`config.mk`:
```
export PLATFORM = sky130hd
export DESIGN_NAME = bfha_ctrl
export DESIGN_NICKNAME = d
export VERILOG_FILES = /design/src/rtl/bfha_pkg.sv /design/src/rtl/bfha_ctrl.sv
export SDC_FILE = /design/constraint.sdc
export NUM_CORES = 1
export LEC_CHECK = 0
export BUFFER_PORTS_ARGS = -buffer_cell sky130_fd_sc_hd__buf_2
export CORE_MARGIN = 2
export CORE_UTILIZATION = 59
export DETAILED_ROUTE_END_ITERATION = 16
export PLACE_DENSITY = 0.83
export SLEW_MARGIN = 10
export SYNTH_ARGS = -nofsm -noshare
export SYNTH_HDL_FRONTEND = slang
export SYNTH_SLANG_ARGS = --single-unit
```
`constraint.sdc`:
```
create_clock -name clk_i -period 5.45 [get_ports clk_i]
set_input_delay 0.545 -clock clk_i [delete_from_list [all_inputs] [get_ports clk_i]]
set_output_delay 0.545 -clock clk_i [all_outputs]
set_load 0.03 [all_outputs]
```
`src/rtl/bfha_pkg.sv`:
```
// Shared types, constants and helpers for the best-fit heap allocator.
// Used by bfha_ram, bfha_ctrl and best_fit_heap_allocator.
`timescale 1ns / 1ps
`default_nettype none

package bfha_pkg;

  localparam int HEAP_BYTES  = 4096;
  localparam int ALIGN_BYTES = 16;
  localparam int MIN_SPLIT   = 16;
  localparam int HDR_BYTES   = 8;
  localparam int HEAP_WORDS  = HEAP_BYTES / 8;

  // word index, stored word (a byte count below HEAP_BYTES plus tag bits),
  // byte offset with room for one heap length of overrun
  localparam int ADDR_W = $clog2(HEAP_WORDS);
  localparam int WORD_W = ADDR_W + 3;
  localparam int OFS_W  = ADDR_W + 4;

  localparam int REQ_W = 12;
  localparam int PAY_W = 12;

  localparam logic [WORD_W-1:0] BIT_BUSY = WORD_W'(1);
  localparam logic [WORD_W-1:0] BIT_PREV = WORD_W'(2);
  localparam logic [WORD_W-1:0] END_MARK = WORD_W'(1);

  typedef struct packed {
    logic              en;
    logic              we;
    logic [ADDR_W-1:0] addr;
    logic [WORD_W-1:0] wdata;
  } mem_req_t;

  typedef struct packed {
    logic             granted;
    logic [PAY_W-1:0] offset;
  } res_t;

  // block size held in a header or footer word
  function automatic logic [OFS_W-1:0] size_of(input logic [WORD_W-1:0] w);
    logic [OFS_W-1:0] s;
    s = {1'b0, w};
    s[3:0] = 4'b0000;
    return s;
  endfunction

  // heap contents after reset: pad, one free block, its footer, end mark
  function automatic logic [WORD_W-1:0] init_word(input logic [ADDR_W-1:0] idx);
    logic [WORD_W-1:0] v;
    v = '0;
    if (idx == ADDR_W'(1)) begin
      v = WORD_W'(HEAP_BYTES - ALIGN_BYTES) | BIT_PREV;
    end else if (idx == ADDR_W'(HEAP_WORDS - 2)) begin
      v = WORD_W'(HEAP_BYTES - ALIGN_BYTES);
    end else if (idx == ADDR_W'(HEAP_WORDS - 1)) begin
      v = END_MARK;
    end
    return v;
  endfunction

endpackage

`default_nettype wire

```
`src/rtl/bfha_ctrl.sv`:
```
// Sequencer of the allocator: heap init sweep, best-fit walk, split and tag
// updates, all through one shared adder. Depends on bfha_pkg.
`timescale 1ns / 1ps
`default_nettype none

module bfha_ctrl (
  input  logic                        clk_i,
  input  logic                        rst_ni,
  input  logic                        req_valid_i,
  output logic                        req_ready_o,
  input  logic [bfha_pkg::REQ_W-1:0]  req_size_i,
  input  logic                        out_free_i,
  output logic                        res_valid_o,
  output bfha_pkg::res_t              res_o,
  output bfha_pkg::mem_req_t          mem_req_o,
  input  logic [bfha_pkg::WORD_W-1:0] mem_rdata_i
);
  import bfha_pkg::*;

  localparam logic [3:0] S_INIT = 4'd0;
  localparam logic [3:0] S_IDLE = 4'd1;
  localparam logic [3:0] S_RD   = 4'd2;
  localparam logic [3:0] S_EVAL = 4'd3;
  localparam logic [3:0] S_FIN  = 4'd4;
  localparam logic [3:0] S_SPL  = 4'd5;
  localparam logic [3:0] S_FTR  = 4'd6;
  localparam logic [3:0] S_HDR  = 4'd7;
  localparam logic [3:0] S_NRD  = 4'd8;
  localparam logic [3:0] S_NWR  = 4'd9;
  localparam logic [3:0] S_DONE = 4'd10;

  logic [3:0]        state_q, state_d;
  logic [OFS_W-1:0]  cur_q, cur_d;
  logic [OFS_W-1:0]  need_q, need_d;
  logic [OFS_W-1:0]  best_q, best_d;
  logic [OFS_W-1:0]  best_sz_q, best_sz_d;
  logic [WORD_W-1:0] best_w_q, best_w_d;
  logic [OFS_W-1:0]  rem_q, rem_d;
  logic [OFS_W-1:0]  split_q, split_d;
  logic [OFS_W-1:0]  nxt_q, nxt_d;
  logic              found_q, found_d;
  logic              granted_q, granted_d;

  // shared adder
  logic [OFS_W-1:0] alu_a, alu_b, alu_sum;
  logic             alu_cin;
  assign alu_sum = alu_a + alu_b + OFS_W'(alu_cin);

  logic [OFS_W-1:0]  sz;
  logic              do_split;
  logic [OFS_W-1:0]  need_calc;
  logic [WORD_W-1:0] hdr;

  assign sz       = size_of(mem_rdata_i);
  assign do_split = (rem_q >= OFS_W'(MIN_SPLIT));

  always_comb begin
    need_calc = {1'b0, req_size_i} + OFS_W'(HDR_BYTES + ALIGN_BYTES - 1);
    need_calc[3:0] = 4'b0000;
  end

  always_comb begin
    if (do_split) begin
      hdr = need_q[WORD_W-1:0] | (best_w_q & BIT_PREV) | BIT_BUSY;
    end else begin
      hdr = best_w_q | BIT_BUSY;
    end
  end

  always_comb begin
    state_d   = state_q;
    cur_d     = cur_q;
    need_d    = need_q;
    best_d    = best_q;
    best_sz_d = best_sz_q;
    best_w_d  = best_w_q;
    rem_d     = rem_q;
    split_d   = split_q;
    nxt_d     = nxt_q;
    found_d   = found_q;
    granted_d = granted_q;
    alu_a     = cur_q;
    alu_b     = sz;
    alu_cin   = 1'b0;
    mem_req_o = '0;

    case (state_q)
      S_INIT: begin
        mem_req_o.en    = 1'b1;
        mem_req_o.we    = 1'b1;
        mem_req_o.addr  = cur_q[ADDR_W-1:0];
        mem_req_o.wdata = init_word(cur_q[ADDR_W-1:0]);
        alu_b           = OFS_W'(1);
        cur_d           = alu_sum;
        if (cur_q[ADDR_W-1:0] == ADDR_W'(HEAP_WORDS - 1)) begin
          state_d = S_IDLE;
        end
      end
      S_IDLE: begin
        if (req_valid_i) begin
          need_d  = need_calc;
          cur_d   = OFS_W'(HDR_BYTES);
          found_d = 1'b0;
          if (req_size_i == '0) begin
            granted_d = 1'b0;
            state_d   = S_DONE;
          end else begin
            state_d = S_RD;
          end
        end
      end
      S_RD: begin
        if (cur_q[OFS_W-1]) begin
          state_d = S_FIN;
        end else begin
          mem_req_o.en   = 1'b1;
          mem_req_o.addr = cur_q[OFS_W-2:3];
          state_d        = S_EVAL;
        end
      end
      S_EVAL: begin
        if (mem_rdata_i == END_MARK || sz == '0) begin
          state_d = S_FIN;
        end else begin
          if ((mem_rdata_i & BIT_BUSY) == '0 && sz >= need_q &&
              (!found_q || sz < best_sz_q)) begin
            found_d   = 1'b1;
            best_d    = cur_q;
            best_sz_d = sz;
            best_w_d  = mem_rdata_i;
          end
          cur_d   = alu_sum;
          state_d = S_RD;
        end
      end
      S_FIN: begin
        if (!found_q) begin
          granted_d = 1'b0;
          state_d   = S_DONE;
        end else begin
          alu_a   = best_sz_q;
          alu_b   = ~need_q;
          alu_cin = 1'b1;
          rem_d   = alu_sum;
          state_d = S_SPL;
        end
      end
      S_SPL: begin
        if (do_split) begin
          alu_a           = best_q;
          alu_b           = need_q;
          split_d         = alu_sum;
          mem_req_o.en    = !alu_sum[OFS_W-1];
          mem_req_o.we    = 1'b1;
          mem_req_o.addr  = alu_sum[OFS_W-2:3];
          mem_req_o.wdata = rem_q[WORD_W-1:0] | BIT_PREV;
          state_d         = S_FTR;
        end else begin
          state_d = S_HDR;
        end
      end
      S_FTR: begin
        // split point sits 8 past a 16-byte boundary, so dropping bit 3 is the -8
        alu_a           = {split_q[OFS_W-1:4], 4'b0000};
        alu_b           = rem_q;
        mem_req_o.en    = !alu_sum[OFS_W-1];
        mem_req_o.we    = 1'b1;
        mem_req_o.addr  = alu_sum[OFS_W-2:3];
        mem_req_o.wdata = rem_q[WORD_W-1:0];
        state_d         = S_HDR;
      end
      S_HDR: begin
        mem_req_o.en    = !best_q[OFS_W-1];
        mem_req_o.we    = 1'b1;
        mem_req_o.addr  = best_q[OFS_W-2:3];
        mem_req_o.wdata = hdr;
        alu_a           = best_q;
        alu_b           = size_of(hdr);
        nxt_d           = alu_sum;
        state_d         = S_NRD;
      end
      S_NRD: begin
        granted_d = 1'b1;
        if (nxt_q[OFS_W-1]) begin
          state_d = S_DONE;
        end else begin
          mem_req_o.en   = 1'b1;
          mem_req_o.addr = nxt_q[OFS_W-2:3];
          state_d        = S_NWR;
        end
      end
      S_NWR: begin
        if (mem_rdata_i != END_MARK) begin
          mem_req_o.en    = 1'b1;
          mem_req_o.we    = 1'b1;
          mem_req_o.addr  = nxt_q[OFS_W-2:3];
          mem_req_o.wdata = mem_rdata_i | BIT_PREV;
        end
        state_d = S_DONE;
      end
      S_DONE: begin
        // hold the result until the output register frees up
        if (out_free_i) begin
          state_d = S_IDLE;
        end
      end
      default: begin
        state_d = S_IDLE;
      end
    endcase
  end

  always_ff @(posedge clk_i or negedge rst_ni) begin
    if (!rst_ni) begin
      state_q   <= S_INIT;
      cur_q     <= '0;
      found_q   <= 1'b0;
      granted_q <= 1'b0;
    end else begin
      state_q   <= state_d;
      cur_q     <= cur_d;
      found_q   <= found_d;
      granted_q <= granted_d;
    end
  end

  always_ff @(posedge clk_i) begin
    need_q    <= need_d;
    best_q    <= best_d;
    best_sz_q <= best_sz_d;
    best_w_q  <= best_w_d;
    rem_q     <= rem_d;
    split_q   <= split_d;
    nxt_q     <= nxt_d;
  end

  assign req_ready_o    = (state_q == S_IDLE);
  assign res_valid_o    = (state_q == S_DONE) && out_free_i;
  assign res_o.granted  = granted_q;
  assign res_o.offset   = granted_q ? (best_q[PAY_W-1:0] + PAY_W'(HDR_BYTES)) : '0;

endmodule

`default_nettype wire

```
# After elaboration in Yosys (flattened, before gate mapping)
# Index checks and enable logic that the tools add are counted.
# totals
regBits	100
latch_bits	0
ram_bits	0
romBits	0
inputBits	28
word_cells	111
n_memories	0
# op_classes
addsub	4
n_mul	0
n_div	0
magnitude_cmp	3
eq_ne	22
shift	0
muxes	44
n_bitwise	3
n_reduce_logical	24
# op_table
operator	n
2-to-1 mux 13 bit	6
one-hot mux 13 bit (5 select lines)	1
one-hot mux 9 bit (7 select lines)	1
one-hot mux 12 bit (5 select lines)	1
one-hot mux 13 bit (4 select lines)	1
2-to-1 mux 12 bit	4
2-to-1 mux 23 bit	2
one-hot mux 4 bit (11 select lines)	1
one-hot mux 13 bit (3 select lines)	1
zero test 12 bit	2
2-to-1 mux 4 bit	5
equality test 9 bit, second input constant	2
2-to-1 mux 9 bit	2
equality test 4 x 3 -> 1 bit, second input constant	4
adder 12 x 5 -> 13 bit, second input constant	1
adder 13 x 1 -> 13 bit	1
adder 13 bit	1
>= comparator 12 x 13 -> 1 bit	1
>= comparator 13 x 5 -> 1 bit, second input constant	1
zero test 13 bit	1
inverter 13 bit	1
adder 12 x 4 -> 12 bit, second input constant	1
equality test 12 x 1 -> 1 bit, second input constant	1
equality test 4 bit, second input constant	3
25 further kinds	55

# Logic depth before layout (Yosys ltp)
# Gate-level depths: netlist (run 1).
# depth
ltp_word	8
ltp_mapped	18
mapped_depth_nobuf	15

# Least setup slack after synthesis (run 1)
# OpenSTA, ideal clock, no wires.
# synth_timing
path_kind	register -> output
from	reg state_q[0]
to	out mem_req_o[22] (netlist bit)
t_arrival_ps	4039
required_ps	4905
slack_ps	866
stages_incl_launch_ff	16
n_path_buf	3
cell_sequence	dfrtp_1 -> clkbuf_1 -> nand3_1 -> inv_1 -> buf_1 -> a22oi_1 -> o2111ai_1 -> ha_1 -> clkbuf_1 -> a21oi_1 -> a21oi_1 -> a211o_1 -> a21oi_1 -> o21ai_0 -> xnor2_1 -> o21ai_0
# synth_lines
element	line	source
from (decl)	bfha_ctrl.sv:32	logic [3:0] state_q, state_d;
from (signal assigned)	bfha_ctrl.sv:220	state_q <= state_d;
to (decl)	bfha_ctrl.sv:15	output bfha_pkg::mem_req_t mem_req_o,

==> results of run 1 <==
synth_stat cells (all sizes together) (7+ instances only):
library cell	n
a21o	7
a21oi	33
inv	37
a222oi	19
nand4	9
nand2b	8
o21ai	37
a22o	10
xor2	9
clkbuf	18
nand2	91
edfxtp	65
nor2	41
nand3	21
dfrtp	19
and2	7
a22oi	13
o2111ai	8
nor3	9
ha	27
xnor2	15
path summary, 6_finish.rpt:
kind                                   startpoint                      to  slack [ps]  cells after the start
setup / recovery           state_q[3]$_DFFE_PN0P_           mem_req_o[20]         290                     15
hold / removal                             rst_ni     found_q$_DFFE_PN0P_         140                      1
setup reg to reg           state_q[3]$_DFFE_PN0P_      rem_q[9]$_DFFE_PP_        1210                     14
hold reg to reg             cur_q[10]$_DFFE_PN0P_    best_q[10]$_DFFE_PP_         530                      0
max in group asynchronous                  rst_ni  state_q[0]$_DFFE_PN0P_        4920                      1
min in group clk_i                 mem_rdata_i[1]   best_w_q[1]$_DFFE_PP_         380                      1
metrics by stage:
step                      power, mW  worst slack, ps  hold WS [ps]  instance area [um^2]
after floorplan                1.65              866           249                  5330
after global placement         2.03              909           504                  5860
after CTS                      2.62              379           144                  6120
final                          2.65              292           139                  6120
after detailed placement       2.05              815           505                  5860
after global routing           2.77             13.8           168                  6120
cell families (layout without fill, tap and decap cells):
family	after synthesis	count (layout)
xor gates and xnor gates	24	24
buffers and inverters	62	141
AOI/OAI and AO/OA	158	158
and+or+nand+nor	205	205
muxes	1	1
adders and majority gates	29	29
DFF	84	84
power by group through the flow:
stage | Sequential, mW | Combinational, mW | Clock [mW]
final | 0.936 | 1.14 | 0.570
after global routing | 0.943 | 1.24 | 0.592
after CTS | 0.928 | 1.12 | 0.566
after detailed placement | 0.941 | 1.11 | 0
after global placement | 0.939 | 1.09 | 0
after floorplan | 0.895 | 0.755 | 0
routing by layer:
metal  share of wire  track usage  vias up
li1                -            -     2261
met5               0            0        -
met2            0.45        0.559      436
met1            0.38        0.471     2315
met3            0.13       0.0667       69
met4           0.038        0.124        0
placed cells by master, fill, tap and decap left out, types with 2 or more instances in the layout:
cell and count:
sky130_fd_sc_hd__a22oi_1 13, sky130_fd_sc_hd__nand2b_1 8, sky130_fd_sc_hd__o21ai_1 2, sky130_fd_sc_hd__nand2_1 91, sky130_fd_sc_hd__o21a_1 3, sky130_fd_sc_hd__or3_1 3, sky130_fd_sc_hd__nand3_1 21, sky130_fd_sc_hd__inv_1 37
sky130_fd_sc_hd__a21oi_1 33, sky130_fd_sc_hd__a22o_1 10, sky130_fd_sc_hd__o31ai_1 3, sky130_fd_sc_hd__o2111ai_1 8, sky130_fd_sc_hd__nor3_1 9, sky130_fd_sc_hd__clkbuf_8 9, sky130_fd_sc_hd__buf_4 22, sky130_fd_sc_hd__xor2_1 9
sky130_fd_sc_hd__xnor2_1 15, sky130_fd_sc_hd__buf_2 65, sky130_fd_sc_hd__a221o_1 4, sky130_fd_sc_hd__dfrtp_1 18, sky130_fd_sc_hd__edfxtp_1 65, sky130_fd_sc_hd__nor2_1 40, sky130_fd_sc_hd__nor2b_1 3, sky130_fd_sc_hd__a222oi_1 19
sky130_fd_sc_hd__fa_1 2, sky130_fd_sc_hd__inv_6 3, sky130_fd_sc_hd__nor4b_1 2, sky130_fd_sc_hd__ha_1 27, sky130_fd_sc_hd__nand4_1 9, sky130_fd_sc_hd__and2_1 7, sky130_fd_sc_hd__a211oi_1 3, sky130_fd_sc_hd__o2bb2ai_1 2
sky130_fd_sc_hd__or4_1 3, sky130_fd_sc_hd__nor4_1 5, sky130_fd_sc_hd__o21ai_0 35, sky130_fd_sc_hd__a211o_1 3, sky130_fd_sc_hd__a21o_1 7, sky130_fd_sc_hd__bufinv_16 3
critical path: stages (launching register included):
cell,delay [ps]
sky130_fd_sc_hd__dfrtp_1,580
sky130_fd_sc_hd__nand2b_1,250
sky130_fd_sc_hd__nor2_2,130
sky130_fd_sc_hd__nand2_1,180
sky130_fd_sc_hd__nand2_1,170
sky130_fd_sc_hd__buf_4,210
sky130_fd_sc_hd__a222oi_1,350
sky130_fd_sc_hd__nand2_1,90
sky130_fd_sc_hd__ha_1,370
sky130_fd_sc_hd__nand2_1,90
sky130_fd_sc_hd__o21ai_0,620
sky130_fd_sc_hd__a211o_1,230
sky130_fd_sc_hd__a21oi_1,70
sky130_fd_sc_hd__xnor2_1,460
sky130_fd_sc_hd__a221o_1,240
sky130_fd_sc_hd__buf_2,190
what timing repair did:
item,4_1_cts,5_1_grt
resized for setup,0,1
setup endpoints to repair,0,1
hold buffers,0,0
final cells by class:
| class | instances | area, um^2 | area share |
|---|---|---|---|
| Multi-Input combinational cell | 417 | 2670 | 0.436 |
| Sequential cell | 84 | 2430 | 0.397 |
| Timing Repair Buffer | 87 | 490 | 0.0802 |
| Inverter | 38 | 143 | 0.0233 |
| Tap cell | 108 | 135 | 0.0221 |
| Clock inverter | 7 | 128 | 0.0209 |
| Clock buffer | 9 | 124 | 0.0202 |
state kept, by name, indices dropped and copies added (netlist names):
signal / cells
best_q: 13
split_q: 9
state_q: 4
found_q: 1
nxt_q: 10
need_q: 9
best_w_q: 11
granted_q: 1
cur_q: 13
rem_q: 13
==> insert_results.sql, run 1 <==
INSERT INTO impl_metrics (metric_group, metric, value, unit) VALUES
('status', 'status', 'finished, final reports clean', ''),
('power', 'share_comb_of_total_power', '0.432', ''),
('synthesis', 'yosys.area_share.adder', '0.0709', ''),
('synthesis', 'synth_cell_types', '56', ''),
('timing', 'final-setup-viol-count', '0', ''),
('placed_design', 'placed_cells', '734', ''),
('floorplan', 'coreArea', '8720', 'um^2'),
('synthesis', 'yosys_top_cell_by_area', 'sky130_fd_sc_hd__edfxtp_1', ''),
('detailed_routing', 'wl', '16.6', 'mm'),
('power', 'internal_power', '1.54', 'mW'),
('timing', 'period_share', '0.946', ''),
('cells_and_area', 'layout-drive-gt1-share', '0.171', ''),
('synthesis', 'synth_top_flop_cell', 'sky130_fd_sc_hd__edfxtp_1', ''),
('floorplan', 'start_util', '0.611', ''),
('global_routing', 'via_count_of_the_first_global_routing_pass', '4849', ''),
('detailed_routing', 'antenna_violating_nets_left', '0', ''),
('global_routing', 'grt_usage', '0.347', ''),
('placed_design', 'detailedPlacementHpwl', '12.4', 'mm'),
('synthesis', 'synthesis.yosys.warnings', '0', ''),
('cells_and_area', 'final_net_count', '694', ''),
('timing', 'timing.fmax', '0.194', 'GHz'),
('floorplan', 'die_y', '99.0', 'um'),
('detailed_routing', 'drt_first_iter_violations', '770', ''),
('worst_setup_path', 'critical_path.endpoint_type', 'output pin', ''),
('synthesis', 'ys_ff_latch', '84', ''),
('clock_tree', 'clk_path_buf_depth', '2', ''),
('clock_tree', 'clkLatencyLatePin', '370', 'ps'),
('detailed_routing', 'vias', '5081', ''),
('clock_tree', 'clock_tree.root_cell', 'sky130_fd_sc_hd__clkbuf_8', ''),
('floorplan', 'die_width', '99.0', 'um'),
('cells_and_area', 'instances_no_fill', '750', ''),
('timing', 'sum_neg_setup_slack', '0', 'ps'),
('power', 'seq_power_share', '0.353', ''),
('synthesis', 'yosys.area_share.simple', '0.175', ''),
('run', 'max_cap_viol_count', '0', ''),
('clock_tree', 'cts.sink_count', '84', ''),
('power', 'clock_power_share', '0.215', ''),
('worst_setup_path', 'cp_max_fo', '14', ''),
('detailed_routing', 'drt_pre_antenna_iters', '6', ''),
('cells_and_area', 'layout-area-overhead-vs-synth', '14.8', '%'),
('clock_tree', 'cts-htree-levels', '3', ''),
('worst_setup_path', 'cp.required', '4910', 'ps'),
('power', 'power.leakage', '2.73', 'nW'),
('global_routing', 'grt_pass1_wl', '26.1', 'mm'),
('floorplan', 'floorplan.die_area', '9800', 'um^2'),
('timing', 'worst_relative_slew_slack', '0.366', ''),
('detailed_routing', 'drc_errors', '0', ''),
('detailed_routing', 'via_per_inst', '6.77', ''),
('timing', 'timing_hold_violations_final', '0', ''),
('synthesis', 'synth_compound_area_frac', '0.210', ''),
('worst_hold_path', 'worst_hold_path_type', 'in2async', ''),
('timing', 'fin_crit', '5160', 'ps'),
('worst_setup_path', 'critical_path_arrival', '4610', 'ps'),
('floorplan', 'design.portCount', '66', ''),
('synthesis', 'synthesis.instances', '563', ''),
('synthesis', 'yosysTopAreaCellShare', '0.366', ''),
('worst_setup_path', 'critical_path_class', 'reg2out', ''),
('synthesis', 'syn_avg_cell_area', '9.46', 'um^2'),
('synthesis', 'synth.area.top_cells', 'sky130_fd_sc_hd__edfxtp_1 (37%), sky130_fd_sc_hd__dfrtp_1 (8.9%), sky130_fd_sc_hd__nand2_1 (6.4%)', ''),
('global_routing', 'grt_remaining_overflow', '0', ''),
('placed_design', 'port-buffer-count', '65', ''),
('synthesis', 'synthArstFlopShare', '0.226', ''),
('detailed_routing', 'routedWlPerCell', '22.1', 'um'),
('global_routing', 'grt_start_max_net_pins', '25', ''),
('clock_tree', 'tritoncts_clock_tree', 'yes', ''),
('cells_and_area', 'insertedDiodeCount', '0', ''),
('power', 'p_switching', '1.11', 'mW'),
('clock_tree', 'cts_made_buffers', '9', ''),
('global_routing', 'number_of_antenna_violations_at_the_first_check_in_global_routing', '0', ''),
('timing', 'finalMaxSlewViolations', '0', ''),
('timing', 'tightest_slew', '947', 'ps');
(Power assumes the default switching activity.)
==> run 2, diff against run 1 <==
==> config.mk (replaced) <==
export PLATFORM = sky130hd
export DESIGN_NAME = bfha_ctrl
export DESIGN_NICKNAME = d
export VERILOG_FILES = /design/src/rtl/bfha_pkg.sv /design/src/rtl/bfha_ctrl.sv
export SDC_FILE = /design/constraint.sdc
export NUM_CORES = 1
export LEC_CHECK = 0
export CORE_UTILIZATION = 64
export DETAILED_ROUTE_END_ITERATION = 16
export DONT_BUFFER_PORTS = 1
export PLACE_DENSITY = 0.82
export SLEW_MARGIN = 5
export SYNTH_ARGS = -nofsm -noshare
export SYNTH_HDL_FRONTEND = slang
export SYNTH_SLANG_ARGS = --single-unit
==> insert_results.sql, run 2 (synthesized netlist as in run 1, its figures left out) <==
INSERT INTO impl_metrics (metric_group, metric, value, unit) VALUES
('status', 'status', 'finished, final reports clean', ''),
('global_routing', 'grt_pass1_wl', '24.6', 'mm'),
('timing', 'finalWorstSetupSlack', '257', 'ps'),
('floorplan', 'die_width', '93.2', 'um'),
('power', 'power.leakage', '2.42', 'nW'),
('power', 'power_per_cell_area', '424', 'nW/um^2'),
('floorplan', 'floorplan.die_area', '8690', 'um^2'),
('detailed_routing', 'drt_pre_antenna_iters', '7', ''),
('global_routing', 'via_count_of_the_first_global_routing_pass', '4554', ''),
('timing', 'timing.fmax', '0.193', 'GHz'),
('worst_hold_path', 'worst_hold_path_type', 'in2reg', ''),
('detailed_routing', 'routedWlPerCell', '23.1', 'um'),
('power', 'power.ir.vdd_worst', '0.211', 'mV'),
('clock_tree', 'cts-htree-levels', '3', ''),
('cells_and_area', 'layout_commonest_cell', 'sky130_fd_sc_hd__nand2_1', ''),
('cells_and_area', 'layout-drive-gt1-share', '0.0810', ''),
('timing', 'period_share', '0.953', ''),
('cells_and_area', 'layout_top_registers', 'best_q: 13 flops, cur_q: 13 flops, rem_q: 13 flops', ''),
('timing', 'finClkSkew', '10.8', 'ps'),
('worst_setup_path', 'reg2reg_from', 'state_q[2]$_DFFE_PN0P_', ''),
('timing', 'timing_hold_violations_final', '0', ''),
('global_routing', 'grt_remaining_overflow', '0', ''),
('floorplan', 'start_util', '0.675', ''),
('placed_design', 'post-place-ws', '725', 'ps'),
('cells_and_area', 'multi_input_gate_area_in_the_final_layout', '2670', 'um^2'),
('worst_hold_path', 'holdPathStages', '0', ''),
('detailed_routing', 'wl', '15.8', 'mm'),
('clock_tree', 'clk_pin_slew', '90', 'ps'),
('cells_and_area', 'filler_cell_count', '586', ''),
('power', 'internal_power', '1.39', 'mW'),
('cells_and_area', 'area.sequential', '2430', 'um^2'),
('timing', 'final-setup-viol-count', '0', ''),
('worst_setup_path', 'critical_path_class', 'reg2out', ''),
('timing', 'rsz0062_at_grt', 'no', ''),
('global_routing', 'number_of_antenna_violations_at_the_first_check_in_global_routing', '0', ''),
('power', 'switching_share', '0.431', ''),
('cells_and_area', 'final_util', '0.731', ''),
('cells_and_area', 'final_cell_mix', 'sky130_fd_sc_hd__nand2_1 (90), sky130_fd_sc_hd__edfxtp_1 (65), sky130_fd_sc_hd__nor2_1 (40)', ''),
('detailed_routing', 'via_per_inst', '7.17', ''),
('placed_design', 'port-buffer-count', '0', ''),
('worst_setup_path', 'critical_path_arrival', '4650', 'ps'),
('power', 'seq_power_share', '0.378', ''),
('timing', 'fin_crit', '5190', 'ps'),
('detailed_routing', 'antenna_violating_nets_left', '0', ''),
('floorplan', 'rows', '32', ''),
('placed_design', 'detailedPlacementHpwl', '11.8', 'mm'),
('cells_and_area', 'layout-area-overhead-vs-synth', '8.22', '%'),
('worst_setup_path', 'critical_path.startpoint_type', 'flop', ''),
('clock_tree', 'cts_setup_buffers', '0', ''),
('timing', 'worst_relative_slew_slack', '0.301', ''),
('clock_tree', 'clock_tree.root_cell', 'sky130_fd_sc_hd__clkbuf_8', ''),
('worst_setup_path', 'worstSetupStartpoint', 'state_q[2]$_DFFE_PN0P_', ''),
('timing', 'tightest_slew', '1040', 'ps'),
('clock_tree', 'tritoncts_clock_tree', 'yes', ''),
('cells_and_area', 'insertedDiodeCount', '0', ''),
('detailed_routing', 'vias', '4888', ''),
('worst_setup_path', 'regToRegEndpoint', 'rem_q[9]$_DFFE_PP_', ''),
('placed_design', 'gpl.final_weighted_congestion', '0.906', ''),
('floorplan', 'coreArea', '7890', 'um^2'),
('power', 'p_switching', '1.05', 'mW'),
('timing', 'finalMaxSlewViolations', '0', ''),
('clock_tree', 'cts.sink_count', '84', ''),
('power', 'clock_power_share', '0.195', ''),
('worst_setup_path', 'cp-endpoint', 'mem_req_o[20]', ''),
('power', 'share_comb_of_total_power', '0.428', ''),
('cells_and_area', 'final_net_count', '632', ''),
('worst_setup_path', 'reg2reg_depth', '13', ''),
('worst_setup_path', 'cp_max_fo', '14', ''),
('timing', 'sum_neg_setup_slack', '0', 'ps'),
('clock_tree', 'clkLatencyLatePin', '360', 'ps'),
('global_routing', 'grt_usage', '0.382', ''),
('power', 'design_power_total', '2.44', 'mW'),
('global_routing', 'grt_start_max_net_pins', '25', ''),
('worst_setup_path', 'worst-r2r-setup-slack', '1210', 'ps'),
('detailed_routing', 'drt_first_iter_violations', '800', ''),
('floorplan', 'die_y', '93.2', 'um'),
('worst_setup_path', 'cp.required', '4910', 'ps'),
('worst_setup_path', 'critical_path.endpoint_type', 'output pin', ''),
('clock_tree', 'clk_path_buf_depth', '2', ''),
('clock_tree', 'cts_made_buffers', '9', ''),
('run', 'max_cap_viol_count', '0', ''),
('floorplan', 'design.portCount', '66', ''),
('detailed_routing', 'drc_errors', '0', '');
-- run 2: worst max-delay path, cell delays in order (launching register included) --
cell                        delay [ps]
sky130_fd_sc_hd__dfrtp_1           550
sky130_fd_sc_hd__nand2b_1          180
sky130_fd_sc_hd__nor2_2            390
sky130_fd_sc_hd__nand2_1           230
sky130_fd_sc_hd__inv_1             470
sky130_fd_sc_hd__nand2_1           120
sky130_fd_sc_hd__o2111ai_1         190
sky130_fd_sc_hd__ha_1              260
sky130_fd_sc_hd__nand2_1            90
sky130_fd_sc_hd__o21ai_0           600
sky130_fd_sc_hd__a211o_1           230
sky130_fd_sc_hd__a21oi_1            70
sky130_fd_sc_hd__xnor2_1           460
sky130_fd_sc_hd__a221o_1           440
-- run 2: layout make-up --
| cell class | instances | area share |
|---|---|---|
| multi-input cells | 417 | 0.463 |
| flip-flops and latches | 84 | 0.421 |
| repair buffers | 25 | 0.0330 |
| inverters | 38 | 0.0247 |
| well taps | 102 | 0.0221 |
| clock buffers | 9 | 0.0215 |
| clock inverters | 7 | 0.0141 |
-- run 2: worst min path at each step --
stage | endpoint | from | slack (ps)
after floorplan | cur_q[0]$_DFFE_PN0P_ | rst_ni | 250
after global placement | found_q$_DFFE_PN0P_ | rst_ni | 250
after detailed placement | found_q$_DFFE_PN0P_ | rst_ni | 250
after CTS | best_w_q[5]$_DFFE_PP_ | mem_rdata_i[5] | 270
after global routing | best_w_q[8]$_DFFE_PP_ | mem_rdata_i[8] | 260
final | best_w_q[10]$_DFFE_PP_ | mem_rdata_i[10] | 280
-- run 2: through the flow --
stage	area, um^2	instances	hold slack, ps
6_report	5760	682	276
5_1_grt	5760	682	263
4_1_cts	5760	682	269
3_5_place_dp	5550	665	250
3_3_place_gp	5550	665	250
2_1_floorplan	5330	563	249
-- run 2: power groups by stage --
stage	combinational, mW	clock [mW]	sequential (mW)
finish	1.05	0.475	0.923
global route	1.13	0.499	0.930
CTS	1.03	0.470	0.918
detailed placement	1.02	0	0.932
global placement	0.996	0	0.930
floorplan	0.755	0	0.895
-- run 2: metal layers --
layer	routed length, um	GRT usage
met2	7370	0.620
met5	0	0
met1	5850	0.506
met3	2020	0.0772
met4	535	0.149
-- run 2: what timing repair did --
item	CTS	global route
hold buffers	1	0
gates resized for setup	0	1
setup endpoints to repair	0	4
endpoints found under the hold margin	19	0
